==> config.mk <==
export PLATFORM = sky130hd
export DESIGN_NAME = twodom_div
export DESIGN_NICKNAME = d
export VERILOG_FILES = /design/src/hdl/twodom_pkg.sv /design/src/hdl/twodom_div.sv
export SDC_FILE = /design/constraint.sdc
export NUM_CORES = 1
export LEC_CHECK = 0
export BUFFER_PORTS_ARGS = -buffer_cell sky130_fd_sc_hd__buf_2
export CORE_MARGIN = 5
export CORE_UTILIZATION = 46
export DETAILED_ROUTE_END_ITERATION = 16
export PLACE_DENSITY = 0.66
export RECOVER_POWER = 25
export SYNTH_ARGS = -nofsm -noshare
export SYNTH_HDL_FRONTEND = slang
export SYNTH_SLANG_ARGS = --single-unit
==> constraint.sdc <==
create_clock -name clk -period 7.5 [get_ports clk]
set_input_delay 0.375 -clock clk [delete_from_list [all_inputs] [get_ports clk]]
set_output_delay 0.375 -clock clk [all_outputs]
set_load 0.01 [all_outputs]
==> src/hdl/twodom_pkg.sv <==
// Shared constants, tables and helpers for the tracking-wheel odometry block.
package twodom_pkg;

  localparam int DATA_W       = 32;             // data word
  localparam int CFG_IDX_W    = 3;
  localparam int ANG_W        = DATA_W + 1;     // CORDIC angle input, Q8.24 plus growth
  localparam int RES_W        = 29;             // reduced angle residual
  localparam int CS_W         = 34;             // sine / cosine, Q2.30 with headroom
  localparam int CH_W         = CS_W + 1;       // chord factor 2*sin
  localparam int NUM_W        = 66;             // dividend width, even
  localparam int DEN_W        = DATA_W + 1;     // divisor width
  localparam int MUL_W        = 36;
  localparam int PROD_W       = 2 * MUL_W;
  localparam int OFF_W        = 36;             // offset term after rounding
  localparam int CORDIC_STEPS = 24;
  localparam int STEP_W       = $clog2(CORDIC_STEPS);
  localparam int RED_STEPS    = 6;              // 2*pi*2^k subtractions, k = 5..0
  localparam int RED_W        = $clog2(RED_STEPS);

  localparam logic signed [RES_W-1:0] PI_Q24      = 29'sd52707179;
  localparam logic signed [RES_W-1:0] HALF_PI_Q24 = 29'sd26353589;
  localparam logic signed [RES_W-1:0] TWO_PI_Q24  = 29'sd105414358;
  localparam logic signed [CS_W-1:0]  CORDIC_GAIN_Q30 = 34'sd652032874;
  localparam logic signed [MUL_W-1:0] DEG_TO_RAD_Q32  = 36'sd74961321;

  localparam logic [DATA_W-2:0] TRACK_WIDTH_RST = 31'd655360;
  localparam logic [DATA_W-2:0] LR_OFFSET_RST   = 31'd327680;

  // operation codes
  localparam logic OP_SAMPLE   = 1'b0;
  localparam logic OP_SET_POSE = 1'b1;

  // register indexes
  localparam logic [CFG_IDX_W-1:0] CFG_USE_IMU     = 3'd0;
  localparam logic [CFG_IDX_W-1:0] CFG_HAS_MIDDLE  = 3'd1;
  localparam logic [CFG_IDX_W-1:0] CFG_TRACK_WIDTH = 3'd2;
  localparam logic [CFG_IDX_W-1:0] CFG_LR_OFFSET   = 3'd3;
  localparam logic [CFG_IDX_W-1:0] CFG_MID_OFFSET  = 3'd4;

  localparam logic signed [PROD_W-1:0] SAT_HI =
    {{(PROD_W-DATA_W+1){1'b0}}, {(DATA_W-1){1'b1}}};
  localparam logic signed [PROD_W-1:0] SAT_LO =
    {{(PROD_W-DATA_W+1){1'b1}}, {(DATA_W-1){1'b0}}};

  // atan(2^-i) in Q8.24
  function automatic logic signed [RES_W-1:0] atan_q24(input logic [STEP_W-1:0] i);
    logic signed [RES_W-1:0] v;
    case (i)
      5'd0:  v = 29'sd13176795;
      5'd1:  v = 29'sd7778716;
      5'd2:  v = 29'sd4110060;
      5'd3:  v = 29'sd2086331;
      5'd4:  v = 29'sd1047214;
      5'd5:  v = 29'sd524117;
      5'd6:  v = 29'sd262123;
      5'd7:  v = 29'sd131069;
      5'd8:  v = 29'sd65536;
      5'd9:  v = 29'sd32768;
      5'd10: v = 29'sd16384;
      5'd11: v = 29'sd8192;
      5'd12: v = 29'sd4096;
      5'd13: v = 29'sd2048;
      5'd14: v = 29'sd1024;
      5'd15: v = 29'sd512;
      5'd16: v = 29'sd256;
      5'd17: v = 29'sd128;
      5'd18: v = 29'sd64;
      5'd19: v = 29'sd32;
      5'd20: v = 29'sd16;
      5'd21: v = 29'sd8;
      5'd22: v = 29'sd4;
      5'd23: v = 29'sd2;
      default: v = '0;
    endcase
    return v;
  endfunction

  function automatic logic signed [DATA_W-1:0] sat_data(input logic signed [PROD_W-1:0] v);
    logic signed [DATA_W-1:0] r;
    if (v > SAT_HI) r = SAT_HI[DATA_W-1:0];
    else if (v < SAT_LO) r = SAT_LO[DATA_W-1:0];
    else r = v[DATA_W-1:0];
    return r;
  endfunction

  // rounded floor shift right by s
  function automatic logic signed [PROD_W-1:0] rasr(input logic signed [PROD_W-1:0] v,
                                                    input int s);
    logic signed [PROD_W-1:0] rnd;
    rnd = '0;
    rnd[s-1] = 1'b1;
    return (v + rnd) >>> s;
  endfunction

endpackage

==> src/hdl/twodom_div.sv <==
// Iterative signed divider, truncating, two quotient bits per cycle.
module twodom_div (
  input  logic                                  clk,
  input  logic                                  rst_n,
  input  logic                                  start,
  input  logic signed [twodom_pkg::NUM_W-1:0]   num,
  input  logic signed [twodom_pkg::DEN_W-1:0]   den,
  output logic                                  done,
  output logic signed [twodom_pkg::NUM_W-1:0]   quot
);
  import twodom_pkg::*;

  localparam int ITERS = NUM_W / 2;
  localparam int CNT_W = $clog2(ITERS + 1);

  logic                 busy_r;
  logic                 done_r;
  logic [CNT_W-1:0]     cnt_r;
  logic                 neg_r;
  logic [NUM_W-1:0]     acc_r;   // dividend shifts out, quotient shifts in
  logic [DEN_W-1:0]     dmag_r;
  logic [DEN_W:0]       rem_r;
  logic [NUM_W-1:0]     acc_nxt;
  logic [DEN_W:0]       rem_nxt;

  always_comb begin
    rem_nxt = rem_r;
    acc_nxt = acc_r;
    for (int j = 0; j < 2; j++) begin
      rem_nxt = {rem_nxt[DEN_W-1:0], acc_nxt[NUM_W-1]};
      acc_nxt = {acc_nxt[NUM_W-2:0], 1'b0};
      if (rem_nxt >= {1'b0, dmag_r}) begin
        rem_nxt    = rem_nxt - {1'b0, dmag_r};
        acc_nxt[0] = 1'b1;
      end
    end
  end

  always_ff @(posedge clk) begin
    if (!rst_n) begin
      busy_r <= 1'b0;
      done_r <= 1'b0;
      cnt_r  <= '0;
    end else begin
      // last iteration raises done for one cycle
      done_r <= busy_r && !start && (cnt_r == CNT_W'(1));
      if (start) begin
        busy_r <= 1'b1;
        cnt_r  <= CNT_W'(ITERS);
        neg_r  <= num[NUM_W-1] ^ den[DEN_W-1];
        acc_r  <= num[NUM_W-1] ? NUM_W'(-num) : NUM_W'(num);
        dmag_r <= den[DEN_W-1] ? DEN_W'(-den) : DEN_W'(den);
        rem_r  <= '0;
      end else if (busy_r) begin
        acc_r <= acc_nxt;
        rem_r <= rem_nxt;
        cnt_r <= cnt_r - 1'b1;
        if (cnt_r == CNT_W'(1)) begin
          busy_r <= 1'b0;
        end
      end
    end
  end

  assign done = done_r;
  assign quot = neg_r ? -$signed(acc_r) : $signed(acc_r);

endmodule

# ---- After elaboration in Yosys (flattened, before gate mapping)
# Cells that the tools add are included.
dict set report word_totals {
  ff_bits 141
  in_bits 102
  wordCells 42
}
dict set report classes {
  n_addsub 6
  eq_ne 1
  bitwise 2
  order_cmp 2
  n_mux 15
  n_reduce_logical 7
}
# cell n
set op_table {}
lappend op_table {{66-bit two-way mux} 4}
lappend op_table {{66-bit negator} 2}
lappend op_table {{33-bit two-way mux} 3}
lappend op_table {{34-bit by 33-bit >= comparator with 1-bit output} 2}
lappend op_table {{33-bit subtractor} 2}
lappend op_table {{33-bit negator} 1}
lappend op_table {{32-bit two-way mux} 1}
lappend op_table {{6-bit two-way mux} 2}
lappend op_table {{6-bit by 1-bit equality test with 1-bit output, second input constant} 1}
lappend op_table {{6-bit by 1-bit subtractor with 6-bit output, second input constant} 1}
lappend op_table {{1-bit two-way mux} 5}
lappend op_table {{2-bit AND reduction} 2}
lappend op_table {{1-bit logical AND} 2}
lappend op_table {{2-bit nonzero test} 1}
lappend op_table {{2-bit OR reduction} 1}
lappend op_table {{1-bit logical NOT} 1}
lappend op_table {{1-bit NOT} 1}
lappend op_table {{1-bit bitwise XOR} 1}

# ---- Depth between registers and ports, before layout
# Gate-level depths: netlist of the first run.
dict set report depth {
  depth_word 6
  mapped_depth 25
  depth_no_buf 21
}

# ---- Worst setup path before layout of the first run
# Ideal clock, no wire load.
dict set report synth_timing {
  kind {register -> register}
  startpoint {register rem_r[10]}
  endpoint {register rem_r[7] (data pin)}
  setup_ps 266
  period_less_slack_ps 5491
  arrival_time_ps 5225
  path_buffers 5
  path_stages_with_launch 24
  required_ps 7234
  path_slack_ps 2009
  path_cell_list {edfxtp_1 > ha_1 > buf_2 > and4_1 > nand4_1 > o41ai_1 > a21oi_1 > and4_1 > nor2_2 > buf_2 > mux2_2 > ha_1 > clkbuf_1 > nand4_1 > nor2_1 > a311oi_1 > a21oi_1 > a21oi_1 > a311oi_1 > a311o_1 > buf_2 > buf_6 > mux2i_1 > nor2_1}
}
dict set report synth_via {
  elab_chain_len 5
  word_cells_on_any_way 7
}
# item line
set synth_rtl {}
lappend synth_rtl {{from (decl)} twodom_div.sv:22} ;# logic [DEN_W:0] rem_r;
lappend synth_rtl {{from (signal assigned)} twodom_div.sv:56} ;# rem_r <= rem_nxt;
lappend synth_rtl {{34-bit by 33-bit >= comparator with 1-bit output / 33-bit subtractor (equally long branches)} {twodom_div.sv:32, twodom_div.sv:33}}
lappend synth_rtl {{33-bit two-way mux *} twodom_div.sv:32} ;# if (rem_nxt >= {1'b0, dmag_r}) begin
lappend synth_rtl {{33-bit subtractor / 34-bit by 33-bit >= comparator with 1-bit output (equally long branches)} {twodom_div.sv:33, twodom_div.sv:32}}
lappend synth_rtl {{33-bit two-way mux *} twodom_div.sv:32}
lappend synth_rtl {{33-bit two-way mux *} twodom_div.sv:54} ;# end else if (busy_r) begin
# Mark *: on every way between the ends. The rest lies on a longest branch, timed or not. The select of a mux whose other input is x is not followed.
# A chain may end at the register's enable or synchronous reset.

# ---- Final worst setup path of the first run
dict set report layout_timing {
  startpoint {register dmag_r[15]}
  endpoint {register rem_r[18] (data pin)}
}
dict set report layout_via {
  elab_chain_len 5
  word_cells_on_any_way 7
}
# item line
set layout_rtl {}
lappend layout_rtl {{from (decl)} twodom_div.sv:21} ;# logic [DEN_W-1:0] dmag_r;
lappend layout_rtl {{from (signal assigned)} twodom_div.sv:52} ;# dmag_r <= den[DEN_W-1] ? DEN_W'(-den) : DEN_W'(den);
lappend layout_rtl {{33-bit subtractor / 34-bit by 33-bit >= comparator with 1-bit output (equally long branches)} {twodom_div.sv:33, twodom_div.sv:32}}
lappend layout_rtl {{33-bit two-way mux} twodom_div.sv:32}
lappend layout_rtl {{33-bit subtractor / 34-bit by 33-bit >= comparator with 1-bit output (equally long branches)} {twodom_div.sv:33, twodom_div.sv:32}}
lappend layout_rtl {{33-bit two-way mux *} twodom_div.sv:32}
lappend layout_rtl {{33-bit two-way mux *} twodom_div.sv:54}
# Marked as above.

==> run_results.csv, run 1 <==
group,metric,value,unit
grt,antenna_found_initial,0,
synth,yosysTopAreaCellShare,0.302,
synth,ys_top_cells_by_area,"edfxtp_1 30%, xnor2_1 8.1%, ha_1 6.7%",
place,dp_hpwl,30.3,mm
clock_tree,cts_buffer_depth,2,
synth,synth_edf_count,133,
floorplan,ios,169,
floorplan,core_area,0.0285,mm2
grt,grt_pass1_vias,11600,
final_layout,layout_commonest_cell,"buf_2",
worst_setup_path,cp.arrival,7.05,ns
grt,grt-ovfl-total,0,
route,drt_iter0_drc,1078,
synth,synth_top_cell_by_area,"edfxtp_1",
synth,syn-instance-count,1508,
place,place_congestion,0.941,
route,drt_wl_total,39.7,mm
route,drt_pass1_iterations,5,
worst_setup_path,start_kind,"flip-flop",
clock_tree,cts_buffers,17,
grt,grt_pass1_wl,61.4,mm
clock_tree,clk_pin_slew_worst_paths,0.07,ns
synth,netlist_area,0.0132,mm2
worst_setup_path,crit_path_max_fanout,14,
floorplan,die-area,0.0323,mm2
sta,timing.hold.ws,0.224,ns
grt,grt_use_total,0.232,
clock_tree,root_buffer,"clkbuf_16",
clock_tree,cts_hold_buf,0,
grt,grt_max_degree,98,
power_and_ir_drop,ir_drop,0.249,mV
worst_setup_path,startpoint,"dmag_r[15]",
worst_hold_path,hp-class,"in2reg",
place,dp_cells,2019,
sta,tns,0,ns
clock_tree,clk_latency,0.43,ns
run_status,violations,"capacitance limit, slew limit",
worst_setup_path,endpoint_kind,"flip-flop",
synth,synth.yosys.warnings,0,
flow_run,cap_violations,2,
synth,synth_ff_type,"edfxtp_1",
sta,rsz0062_at_grt,"false",
synth,syn_avg_cell_area,8.77,um2
sta,fmax,145,MHz
final_layout,layout-drive-gt1-share,0.171,
synth,ys_ff_latch,141,
worst_setup_path,r2r-start,"dmag_r[15]",
sta,tightest_slew,2.26,ns
synth,syn_nets,1683,
worst_setup_path,crit_type,"reg2reg",
final_layout,final_cell_mix,"163 x buf_2, 158 x a21oi_1, 142 x nor2_1",
sta,finalSetupViolations,0,
route,avgRoutedWirePerCell,19.3,um
sta,hold_violations,0,
power_and_ir_drop,powerDensity,456,mW/mm2
place,io_buffers,168,
sta,min_period,6.89,ns
route,ant_nets,0,
route,viasPerCell,5.94,
floorplan,die_w,180,um
final_layout,final_cells,2052,
sta,period_share,0.919,
sta,slew_headroom,-0.507,
final_layout,diodes,0,
floorplan,initial_core_util,0.463,
worst_setup_path,required,7.65,ns
power_and_ir_drop,p_leak,5.88,nW
synth,ys_async_sr_fraction,0,
worst_hold_path,hold_start,"rst_n",
power_and_ir_drop,finalPower,6.86,mW
route,via_count,12200,
floorplan,die_h,180,um
clock_tree,cts.htree.levels,4,
sta,drv_slew,77,
run_status,status,"finished with violations",
synth,synthDistinctLibCells,91,
clock_tree,cts_sinks,141,
floorplan,rows,62,
sta,fin_worst_skew,0.0155,ns
route,drcViolationCount,0,
final_layout,syn_to_final_growth,13.7,%
synth,yosysSeqAreaShare,0.314,
final_layout,num-nets-final,1830,
clock_tree,cts_tree,"yes",
[path summary, 6_finish.rpt]
path         slack [ns]  depth (start not counted)        end
max                0.61                         22  rem_r[18]
min                0.22                          2   cnt_r[0]
max reg2reg        0.61                         22  rem_r[18]
min reg2reg        0.49                          2   cnt_r[1]
[cell families after synthesis]
group / share of synthesized area
flip-flops: 0.314
buffers and inverters: 0.0393
multiplexers: 0.0329
AO/OA/AOI/OAI: 0.215
XOR/XNOR: 0.136
adder cells (fa/ha/maj): 0.0702
AND/OR/NAND/NOR: 0.192
[state kept, by name (all words and copies together) (netlist names)]
register,count
cnt_r,6
done,1
dmag_r,33
neg_r,1
acc_r,66
busy_r,1
rem_r,33
[area by class of cell]
type | instances | area [um2]
fillers | 2787 | 13500
clock inverters | 14 | 183
clock buffers | 18 | 429
well taps | 384 | 480
repair buffers | 184 | 967
inverters | 67 | 251
flip-flops and latches | 141 | 4150
multi-input cells | 1244 | 8570
[power by group]
group	internal [mW]	total [mW]	switching (mW)
Sequential	1.10	1.21	0.104
Clock	0.531	0.908	0.376
Combinational	1.96	4.74	2.79
[cell usage after synthesis, drive strengths merged, types with 24 or more instances]
| master | n |
|---|---|
| o21ai | 99 |
| nand2 | 107 |
| o41ai | 24 |
| xnor2 | 122 |
| o31ai | 47 |
| nand3 | 24 |
| ha | 71 |
| clkbuf | 39 |
| xor2 | 84 |
| or3 | 39 |
| nor2 | 145 |
| nor3 | 26 |
| inv | 67 |
| a21oi | 158 |
| edfxtp | 133 |
[worst max-delay path: stages (launching register included)]
cell and delay, ns:
edfxtp_1 0.36, inv_1 0.08, ha_1 0.35, and4_1 0.36, nand4_1 0.14, o41ai_2 0.48, a21oi_1 0.16, and4_1 0.28
nor2_2 0.52, buf_4 0.27, buf_4 0.22, mux2_2 0.37, ha_1 0.38, nand2_1 0.09, o21ai_0 0.28, a311oi_1 0.09
a21oi_1 0.45, a21oi_1 0.24, a311oi_2 0.46, a311o_2 0.50, buf_4 0.26, mux2i_1 0.19, nor2_1 0.05
[metal layers]
layer	vias up	global-route usage	share of wire
li1	5920	-	-
met2	429	0.374	0.46
met1	5763	0.310	0.44
met3	70	0.0511	0.070
met5	-	0	0
met4	0	0.0765	0.028
[what timing repair did]
action / in CTS / in global routing
resized for setup: 0 / 2
endpoints found under the setup margin: 0 / 33
buffers inserted: 0 / 0
[through the flow]
step / cell area [um2] / util / setup WS (ns)
6_report: 15000 / 0.527 / 0.605
5_1_grt: 15000 / 0.527 / 0.177
3_5_place_dp: 14400 / 0.505 / 0.423
4_1_cts: 15000 / 0.527 / 0.364
2_1_floorplan: 13200 / - / 2.01
3_3_place_gp: 14400 / 0.505 / 0.792
Note: power is estimated with default switching activity, not from simulation.
==> inputs of run 2 (changes only) <==
--- a/config.mk
+++ b/config.mk
@@ -6,8 +6,9 @@
 export NUM_CORES = 1
 export LEC_CHECK = 0
 export BUFFER_PORTS_ARGS = -buffer_cell sky130_fd_sc_hd__buf_2
-export CORE_MARGIN = 5
+export CORE_MARGIN = 3
 export CORE_UTILIZATION = 46
+export CTS_BUF_LIST = sky130_fd_sc_hd__clkbuf_2
 export DETAILED_ROUTE_END_ITERATION = 16
 export PLACE_DENSITY = 0.66
 export RECOVER_POWER = 25
==> run 2 against run 1 <==
The flow still finishes with violations (capacitance limit, slew limit). Maximum frequency is 0.85% lower. Design area is 2.5% higher. Register-to-register slack worse by 0.06 ns. Combinational power hardly changed. Worst setup slack worse by 0.059 ns. Hold slack worse by 0.16 ns. Clock power is 41% lower. First-iteration DRC count is 6.7% higher. Critical path type unchanged. Largest cell class unchanged.
==> run_results.csv, run 2 (same netlist as run 1, synthesis figures left out) <==
group,metric,value,unit
run_status,status,"finished with violations",
run_status,violations,"capacitance limit, slew limit",
place,dp_hpwl,29.6,mm
floorplan,initial_core_util,0.471,
final_layout,final_cell_mix,"162 x buf_2, 158 x a21oi_1, 142 x nor2_1",
clock_tree,clk_pin_slew_worst_paths,0.27,ns
route,viasPerCell,5.89,
power_and_ir_drop,pwr-share-comb,0.732,
worst_setup_path,crit_type,"reg2reg",
power_and_ir_drop,switching_share,0.500,
final_layout,layout-drive-gt1-share,0.160,
clock_tree,cts.htree.levels,4,
floorplan,core_area,0.0281,mm2
route,drt_wl_total,39.4,mm
final_layout,largest_register,"acc_r",
power_and_ir_drop,ir_drop,0.201,mV
clock_tree,cts_tree,"yes",
power_and_ir_drop,netSwitchingPower,3.24,mW
worst_setup_path,start_kind,"flip-flop",
grt,grt_pass1_wl,61.6,mm
flow_run,cap_violations,1,
clock_tree,clk_latency,0.77,ns
power_and_ir_drop,powerDensity,420,mW/mm2
floorplan,die-area,0.0308,mm2
route,drcViolationCount,0,
clock_tree,cts_buffer_depth,2,
power_and_ir_drop,p_int,3.23,mW
grt,grt-ovfl-total,0,
final_layout,syn_to_final_growth,16.5,%
floorplan,die_w,176,um
sta,rsz0062_at_grt,"false",
power_and_ir_drop,clkPwrFrac,0.083,
sta,drv_slew,67,
place,place_congestion,0.938,
sta,min_period,6.95,ns
final_layout,largest_reg_flops,66,
grt,grt_pass1_vias,11600,
route,avgRoutedWirePerCell,18.6,um
place,io_buffers,168,
floorplan,ios,169,
worst_setup_path,cp.arrival,7.44,ns
sta,fin_worst_skew,0.0516,ns
worst_setup_path,endpoint_kind,"flip-flop",
sta,hold_violations,0,
final_layout,num-nets-final,1903,
clock_tree,cts_buffers,17,
grt,antenna_found_initial,2,
final_layout,fin_util,0.549,
clock_tree,cts_sinks,141,
sta,slew_headroom,-0.867,
floorplan,rows,61,
power_and_ir_drop,seqPwrFrac,0.185,
final_layout,layout_commonest_cell,"buf_2",
grt,grt_use_total,0.248,
worst_setup_path,rrSetupSlack,0.55,ns
floorplan,die_h,176,um
power_and_ir_drop,finalPower,6.47,mW
clock_tree,root_buffer,"clkbuf_2",
grt,grt_max_degree,104,
final_layout,fillCellCount,2611,
worst_hold_path,hp-class,"in2reg",
final_layout,reg_top3,"acc_r x66, dmag_r x33, rem_r x33",
sta,finalSetupViolations,0,
sta,timing.hold.ws,0.0627,ns
sta,tns,0,ns
power_and_ir_drop,p_leak,6.04,nW
sta,fmax,144,MHz
route,drt_pass1_iterations,6,
worst_setup_path,crit_path_max_fanout,25,
route,ant_nets,0,
route,drt_iter0_drc,1150,
route,via_count,12500,
sta,period_share,0.927,
worst_setup_path,required,7.99,ns
sta,tightest_slew,2.80,ns
[run 2: cell types whose count changed in the layout (fill, tap and decap cells not counted), moves of 2 or more]
cell,delta
clkinvlp_4,-2
buf_4,-4
diode_2,+2
clkbuf_2,+17
clkbuf_16,-17
dlygate4sd3_1,+79
[run 2: cell type report]
class	count	area, um2	area share
Multi-Input combinational cell	1243	8550	0.555
Sequential cell	141	4150	0.270
Timing Repair Buffer	258	1710	0.111
Tap cell	378	473	0.0307
Inverter	67	251	0.0163
Clock inverter	15	185	0.0120
Clock buffer	17	85.1	0.00552
Antenna cell	2	5.00	0.000325
[run 2: layer usage]
| metal | GRT usage | wire [um] | vias up | part of all wire |
|---|---|---|---|---|
| li1 | - | - | 6053 | - |
| met1 | 0.363 | 18300 | 5917 | 0.46 |
| met2 | 0.378 | 17400 | 477 | 0.44 |
| met3 | 0.0476 | 3000 | 50 | 0.076 |
| met4 | 0.0643 | 747 | 0 | 0.019 |
| met5 | 0 | 0 | - | 0 |
[run 2: worst paths after layout]
check,start,endpoint,depth (start not counted)
worst max-delay path,rem_r[10],rem_r[3],20
worst min-delay path,num[37],acc_r[37],3
worst max register to register,rem_r[10],rem_r[3],20
worst min register to register,cnt_r[1],cnt_r[1],2
[run 2: power groups by stage]
stage	clock, mW	sequential [mW]	combinational (mW)
after floorplan	0	1.18	3.53
after global placement	0	1.21	4.53
after detailed placement	0	1.21	4.57
after CTS	0.542	1.20	4.62
after global routing	0.572	1.22	5.19
final	0.535	1.20	4.73
[run 2: repair_timing]
| action | in CTS | in global routing |
|---|---|---|
| endpoints found under the hold margin | 84 | 0 |
| gates resized for setup | 0 | 0 |
| setup buffers | 0 | 0 |
| endpoints found under the setup margin | 0 | 0 |
| hold buffers | 79 | 0 |
[run 2: worst max-delay path: stages (launching register included)]
cell and delay (ns):
edfxtp_1 0.45, ha_1 0.45, and4_1 0.27, nand4_1 0.14, o41ai_1 0.58, a21oi_1 0.16
and4_1 0.27, nor2_2 0.45, buf_4 0.31, mux2_2 0.38, ha_1 0.37, a21oi_1 0.08
o21ai_0 0.34, a311oi_1 0.09, a21oi_1 0.41, a21oi_1 0.18, a311oi_1 0.50, a311o_2 0.66
buf_4 0.32, mux2i_1 0.21, nor2_1 0.05
[run 2: stage by stage]
stage / instances / worst slack, ns / instance area [um2]
2_1_floorplan: 1508 / 2.01 / 13200
3_3_place_gp: 2008 / 0.951 / 14400
3_5_place_dp: 2008 / 0.703 / 14400
4_1_cts: 2119 / 0.637 / 15400
5_1_grt: 2121 / 0.0786 / 15400
6_report: 2121 / 0.546 / 15400
==> inputs of run 3 (changes only) <==
--- a/config.mk
+++ b/config.mk
@@ -8,10 +8,8 @@
 export BUFFER_PORTS_ARGS = -buffer_cell sky130_fd_sc_hd__buf_2
 export CORE_MARGIN = 3
 export CORE_UTILIZATION = 46
-export CTS_BUF_LIST = sky130_fd_sc_hd__clkbuf_2
 export DETAILED_ROUTE_END_ITERATION = 16
 export PLACE_DENSITY = 0.66
-export RECOVER_POWER = 25
 export SYNTH_ARGS = -nofsm -noshare
 export SYNTH_HDL_FRONTEND = slang
 export SYNTH_SLANG_ARGS = --single-unit
==> run 3 against run 2 <==
The flow now finishes without violations. Clock skew down 0.035 ns. Via count down 2.7%. Die area unchanged. Combinational power about the same.
==> run_results.csv, run 3 (same netlist as run 1, synthesis figures left out) <==
group,metric,value,unit
worst_setup_path,r2r-start,"rem_r[10]",
clock_tree,cts.htree.levels,4,
final_layout,layout-drive-gt1-share,0.172,
sta,tightest_slew,1.17,ns
final_layout,largest_reg_flops,66,
route,via_count,12200,
route,drt_iter0_drc,1185,
worst_setup_path,cp.arrival,7.05,ns
floorplan,die_w,176,um
route,drcViolationCount,0,
floorplan,die_h,176,um
route,viasPerCell,5.95,
route,ant_nets,0,
grt,grt_use_total,0.244,
sta,drv_slew,0,
worst_setup_path,crit_slowest_cell,"a311o_2",
floorplan,core_area,0.0281,mm2
power_and_ir_drop,ir_drop,0.264,mV
worst_setup_path,r2r_cells,20,
place,io_buffers,168,
sta,layout_setup_ws,0.594,ns
clock_tree,clk_latency,0.44,ns
worst_setup_path,start_kind,"flip-flop",
sta,min_period,6.91,ns
sta,period_share,0.921,
grt,antenna_found_initial,5,
floorplan,die-area,0.0308,mm2
floorplan,initial_core_util,0.471,
run_status,status,"complete, no violations",
final_layout,final_cell_mix,"167 x buf_2, 158 x a21oi_1, 142 x nor2_1",
floorplan,rows,61,
worst_setup_path,crit_path_max_fanout,25,
flow_run,cap_violations,0,
worst_setup_path,startpoint,"rem_r[10]",
final_layout,num-nets-final,1824,
clock_tree,clk_pin_slew_worst_paths,0.07,ns
place,dp_cells,2008,
power_and_ir_drop,powerDensity,455,mW/mm2
sta,fmax,145,MHz
final_layout,layout_commonest_cell,"buf_2",
grt,grt_pass1_wl,60.1,mm
final_layout,final_cells,2045,
route,drt_pass1_iterations,5,
place,place_congestion,0.938,
route,drt_wl_total,38.5,mm
grt,grt_pass1_vias,11200,
final_layout,largest_register,"acc_r",
worst_hold_path,whs_path_depth,1,
sta,hold_violations,0,
worst_setup_path,r2r_end,"rem_r[3]",
sta,tns,0,ns
route,avgRoutedWirePerCell,18.8,um
worst_hold_path,hp-class,"in2reg",
clock_tree,cts_hold_buf,0,
final_layout,fin_util,0.534,
sta,finalSetupViolations,0,
sta,fin_worst_skew,0.0164,ns
worst_setup_path,crit_type,"reg2reg",
worst_setup_path,endpoint_kind,"flip-flop",
worst_setup_path,crit_chain,"ha_1, and4_1, nand4_1, o41ai_1, a21oi_1, and4_1, nor2_2, buf_4, mux2_2, ha_1, a21oi_1, o21ai_0, a311oi_1, a21oi_1, a21oi_1, a311oi_1, a311o_2, buf_4, mux2i_1, nor2_1",
floorplan,ios,169,
grt,grt_max_degree,104,
worst_setup_path,slowest_delay,0.66,ns
clock_tree,cts_buffer_depth,2,
clock_tree,post_cts_buffers,0,
power_and_ir_drop,p_leak,5.87,nW
clock_tree,cts_resized,0,
final_layout,reg_top3,"acc_r x66, dmag_r x33, rem_r x33",
worst_hold_path,hold_path_end,"dmag_r[0]",
final_layout,syn_to_final_growth,13.3,%
clock_tree,root_buffer,"clkbuf_16",
clock_tree,cts_tree,"yes",
worst_hold_path,hold_start,"den[0]",
clock_tree,cts_sinks,141,
worst_setup_path,required,7.65,ns
grt,grt-ovfl-total,0,
worst_setup_path,crit_family,"compound AO/OA/AOI/OAI gates",
sta,slew_headroom,0.220,
worst_setup_path,cpMostUsedCell,"a21oi_1",
power_and_ir_drop,finalPower,6.83,mW
clock_tree,cts_buffers,17,
worst_setup_path,crit_buf_inv,2,
worst_setup_path,rrSetupSlack,0.59,ns
place,dp_hpwl,29.6,mm
sta,rsz0062_at_grt,"false",
place,post-place-ws,0.703,ns
==> run 3: changes by cell type in the layout (fill, tap and decap cells not counted), sizes merged <==
cell and change:
clkbuf -6, dlygate4sd3 -79, buf +6, diode +3
==> run 3: layer usage <==
metal  track usage  part of all wire  wire, um
met3        0.0523             0.078      3020
met2         0.364              0.43     16600
met1         0.357              0.47     18200
met4        0.0643             0.019       736
met5             0           0.00078        30
==> run 3: per-stage QoR <==
| step | hold WS, ns | cell area, um2 |
|---|---|---|
| final | 0.179 | 15000 |
| after global routing | 0.166 | 15000 |
| after CTS | 0.165 | 15000 |
| after detailed placement | 0.495 | 14400 |
| after global placement | 0.482 | 14400 |
| after floorplan | 0.469 | 13200 |
==> run 3: area by class of cell <==
type	instances	area, um2
diodes	5	12.5
clock buffers	17	425
clock inverters	15	185
fillers	2642	13100
inverters	67	251
multi-input cells	1243	8560
flip-flops and latches	141	4150
well taps	378	473
repair buffers	179	926
==> run 3: how the worst max path moves through the flow <==
stage               endpoint  cells past startpoint
finish              rem_r[3]                     20
global placement    rem_r[4]                     20
CTS                 rem_r[3]                     20
floorplan           rem_r[7]                     23
detailed placement  rem_r[4]                     20
global route        rem_r[3]                     20
==> run 3: power by group <==
group          switching, mW  internal [mW]
clock network          0.383          0.530
logic                   2.80           1.91
registers             0.0987           1.10
total                   3.28           3.54
